==> config.mk <==
export PLATFORM = sky130hd
export DESIGN_NAME = gnb_ram
export DESIGN_NICKNAME = d
export VERILOG_FILES = /design/src/hw/rtl/glushkov_nfa_byte_step_core_defines.svh /design/src/hw/rtl/gnb_ram.sv
export SDC_FILE = /design/constraint.sdc
export NUM_CORES = 1
export LEC_CHECK = 0
export ABC_AREA = 1
export BUFFER_PORTS_ARGS = -buffer_cell sky130_fd_sc_hd__buf_2
export CORE_ASPECT_RATIO = 0.6
export CORE_MARGIN = 1
export CORE_UTILIZATION = 55
export CTS_CLUSTER_SIZE = 8
export DETAILED_ROUTE_END_ITERATION = 8
export HOLD_SLACK_MARGIN = 0.05
export PLACE_DENSITY = 0.71
export SLEW_MARGIN = 20
export SYNTH_ARGS = -nofsm -noshare
export SYNTH_HDL_FRONTEND = slang
export SYNTH_SLANG_ARGS = --single-unit
export TNS_END_PERCENT = 1
==> constraint.sdc <==
create_clock -name clk -period 10.98 [get_ports clk]
set_clock_uncertainty 0.1 [all_clocks]
set_input_delay 2.196 -clock clk [delete_from_list [all_inputs] [get_ports clk]]
set_output_delay 2.196 -clock clk [all_outputs]
set_load 0.005 [all_outputs]
==> src/hw/rtl/glushkov_nfa_byte_step_core_defines.svh <==
// Assertion macros for the matcher core.
`ifndef GLUSHKOV_NFA_BYTE_STEP_CORE_DEFINES_SVH
`define GLUSHKOV_NFA_BYTE_STEP_CORE_DEFINES_SVH
// Implication checked every clock, quiet during reset.
`define GNB_ASSERT_IMP(label, ante, cons, msg) \
  label: assert property (@(posedge clk) disable iff (rst) (ante) |-> (cons)) else $error(msg);
// Implication checked on the next clock.
`define GNB_ASSERT_NEXT(label, ante, cons, msg) \
  label: assert property (@(posedge clk) disable iff (rst) (ante) |=> (cons)) else $error(msg);
`endif

==> src/hw/rtl/gnb_ram.sv <==
// ----------------------------------------------------------------------------
// gnb_ram
// Generic single-port synchronous RAM, registered read data.
// ----------------------------------------------------------------------------
`default_nettype none
module gnb_ram #(
  parameter int unsigned WIDTH = 32,
  parameter int unsigned DEPTH = 32
) (
  input  wire logic                     clk,
  input  wire logic                     we,
  input  wire logic [$clog2(DEPTH)-1:0] addr,
  input  wire logic [WIDTH-1:0]         wdata,
  output logic      [WIDTH-1:0]         rdata
);
  logic [WIDTH-1:0] mem [DEPTH];
  always_ff @(posedge clk) begin
    if (we) begin
      mem[addr] <= wdata;
    end
    rdata <= mem[addr];
  end
endmodule
`default_nettype wire

==> Flow_metrics.wiki <==
{| class="wikitable"
! Metric !! Value
|-
| Outcome || finished, final reports clean
|-
| Hold violation total from the final report || 0
|-
| Arr. time, crit path || 5810 ps
|-
| Clock tree from TritonCTS || built
|-
| Clock tree root buffer cell || sky130_fd_sc_hd__clkbuf_16
|-
| Combined area of the multi-input logic cells || between 10,000 and 15,000 um2
|-
| Filler Cells Inserted || 5,845
|-
| Launching element of the worst setup path || addr[0]
|-
| Routed Antenna Nets || 0
|-
| Routed length per instance || 21.3 um
|-
| Worst slew slack as a fraction of its limit || 25.4%
|-
| Final standard cell area without fillers || 48,900 um2
|-
| Worst Min Path Start || mem[16][12]
|-
| Number of buffers on the longest clock path || 3
|-
| PortBufs || 70
|-
| Max-slew violation count || 0
|-
| Number of placement rows || 78
|-
| Top cell family by delay on the critical path || buffers and inverters
|-
| H-tree depth || 4
|-
| Crit path kind || input port to flip-flop
|-
| Data required time of the worst path || 11,250 ps
|-
| Slowest cell on crit path || sky130_fd_sc_hd__nand3_1
|-
| Hold slack final || 593 ps
|-
| Number of buffers and inverters on the critical path || 4
|-
| Sequential element share of the synthesized area || between 70% and 80%
|-
| Warnings, synthesis || 0
|-
| Number of setup violations in the final report || 0
|-
| Endpoint class of the critical path || flip-flop
|-
| Placement-stage cell area || 44,700 um2
|-
| Post-placement worst setup slack || around 4700 ps
|-
| Vertical die dimension || 218 um
|-
| Number of buffers added by the clock tree synthesis step || 149
|-
| Fraction of layout instances using a drive strength above 1 || 7.78%
|-
| Gr ovfl total || 0
|-
| Highest net fanout along the worst path || between 100 and 150
|-
| Type of element launching the critical path || input port
|-
| Syn-to-layout area delta || 14.0%
|-
| Drt drc || 0
|-
| Leakage || 0.0203 uW
|-
| Setup TNS Final || 0 ps
|-
| Routability cong. || 0.816
|-
| Antenna violations before repair || 2
|-
| Detailed-placement wirelength estimate || around 59,000 um
|-
| Layout net count || ~4,200
|-
| Achievable Freq || 0.180 GHz
|-
| Wire length of the first global-routing pass || 170,000 um
|-
| Die outline area || 79,200 um2
|-
| Avg Inst Size Synth || between 10 and 15 um2
|-
| Peak supply drop || 0.000162 V
|-
| DR vias || about 29,000
|-
| Top Ports || 71
|-
| # Post-CTS Setup Buffers || 0
|-
| Core region area || 76,400 um2
|-
| Post-cts resize count || 0
|-
| GRT Total Usage || around 29%
|-
| Final critical delay including setup and external delays || around 5500 ps
|-
| Launch instance of the worst register-to-register path || mem[14][12]
|-
| Net count after synthesis || 4,130
|-
| Clock latency on the worst-skew pair || between 700 and 800 ps
|-
| Initial core utilization || 56.2%
|-
| Clock input transition at the sequential cells of the worst setup and hold paths || 50 ps
|-
| Largest net degree at the start of global routing || 203
|-
| Cell with the most instances on the worst path || sky130_fd_sc_hd__buf_4
|-
| Setup repair after global routing missed its margin || no
|-
| Cell variety after synth || 13
|-
| Sink Count || 1,056
|-
| Post-layout worst setup margin || around 5400 ps
|-
| Max-cap viol count || 0
|-
| FF/Latch Area || 31,400 um2
|-
| Post-Synthesis Cells || 4,091
|-
| Power per unit of standard cell area || approximately 190 nW/um2
|-
| Routed via count divided by cell count || 5.42
|-
| CTS hold repair buffers || 0
|-
| Die Width || 363 um
|-
| Crit-path max cell delay || 840 ps
|-
| Least-Margin Pin Slew || 1120 ps
|-
| #FFs+latches synth || about 1,100
|-
| Final critical-path share of the clock period || 50.5%
|-
| Cell chain of the critical path || buf_8 -> buf_4 -> inv_8 -> nand3_1 -> nor2_4 -> buf_4
|-
| Vias in the first global route || around 28,000
|-
| Number of DRC markers after the initial detailed-route iteration || approximately 3,700
|-
| Util after Layout || between 60% and 70%
|-
| Type of the tightest min-delay check || flip-flop to flip-flop
|-
| Synthesized cell area || 42,900 um2
|-
| Number of search-and-repair iterations in the first detailed-routing pass || 6
|-
| Detailed-route wire length || roughly 110,000 um
|}
-- state kept, by name, summed over array words and instances (netlist names) --
register and cells:
mem 1024, rdata 32
-- worst paths after layout --
path                                    end  slack (ps)  depth (start not counted)
worst max-delay path            mem[20][12]        5440                          6
worst min-delay path              rdata[12]         590                          8
worst max register to register    rdata[12]        9360                          8
worst min register to register    rdata[12]         590                          8
-- Yosys cell counts --
cell / number / area share, %
sky130_fd_sc_hd__nor2_1: 96 / 0.84
sky130_fd_sc_hd__buf_2: 67 / 0.78
sky130_fd_sc_hd__clkbuf_1: 118 / 1.0
sky130_fd_sc_hd__nand2_1: 2720 / 24
sky130_fd_sc_hd__buf_1: 9 / 0.079
sky130_fd_sc_hd__nor3_1: 1 / 0.012
sky130_fd_sc_hd__clkinv_1: 1 / 0.0087
sky130_fd_sc_hd__edfxtp_1: 1024 / 72
sky130_fd_sc_hd__nand3_1: 4 / 0.047
sky130_fd_sc_hd__dfxtp_1: 32 / 1.5
sky130_fd_sc_hd__inv_1: 8 / 0.070
sky130_fd_sc_hd__inv_2: 4 / 0.035
sky130_fd_sc_hd__nor3_2: 7 / 0.16
-- stage by stage --
step | total power (uW) | std cells
finish | 9190 | 5310
global route | 9450 | 5310
CTS | 9220 | 5308
detailed placement | 5060 | 5065
global placement | 5050 | 5056
floorplan | 4840 | 4091
-- cells in the final DEF (no fill, tap or decap), drive strengths merged --
master and count:
inv 16, diode 1, buf 129, nand2 2720, nor2 96, dfxtp 32
nor3 8, nand3 4, edfxtp 1024, clkbuf 240
-- cells by family after synthesis --
logic type             count (synthesis)  share of synthesized area (%)
and+or+nand+nor                     2828                           24.9
DFF                                 1056                           73.1
buffers and inverters                207                           2.01
-- tightest hold or removal path, stage by stage, from the launching register on --
cell	delay, ps
sky130_fd_sc_hd__edfxtp_1	310
sky130_fd_sc_hd__nand2_1	50
sky130_fd_sc_hd__nand2_1	50
sky130_fd_sc_hd__nand2_1	40
sky130_fd_sc_hd__nand2_1	50
sky130_fd_sc_hd__nand2_1	40
sky130_fd_sc_hd__nand2_1	50
sky130_fd_sc_hd__nor2_1	30
sky130_fd_sc_hd__nand2_1	50
-- power breakdown --
group	internal, uW	switching, uW	leakage, uW
clock network	2570	1620	0.00202
logic	113	365	0.00879
registers	4490	22.1	0.00949
-- final cells by class --
type / instances / area share (%)
multi-input cells: 2828 / 22.4
flip-flops and latches: 1056 / 64.2
diodes: 1 / 0.00511
inverters: 13 / 0.130
well taps: 1040 / 2.66
clock buffers: 240 / 8.58
repair buffers: 129 / 2.03
clock inverters: 3 / 0.0537
-- routing by layer --
metal | global-route usage, % | routed length, um | share of wire (%) | up-vias
met5 | 0 | 0 | 0 | -
met4 | 11.1 | 3370 | 3.0 | 0
met3 | 7.01 | 13000 | 11 | 201
met2 | 42.8 | 48800 | 43 | 1503
met1 | 42.9 | 48200 | 42 | 13649
li1 | - | - | - | 13440
(Power assumes the default switching activity.)
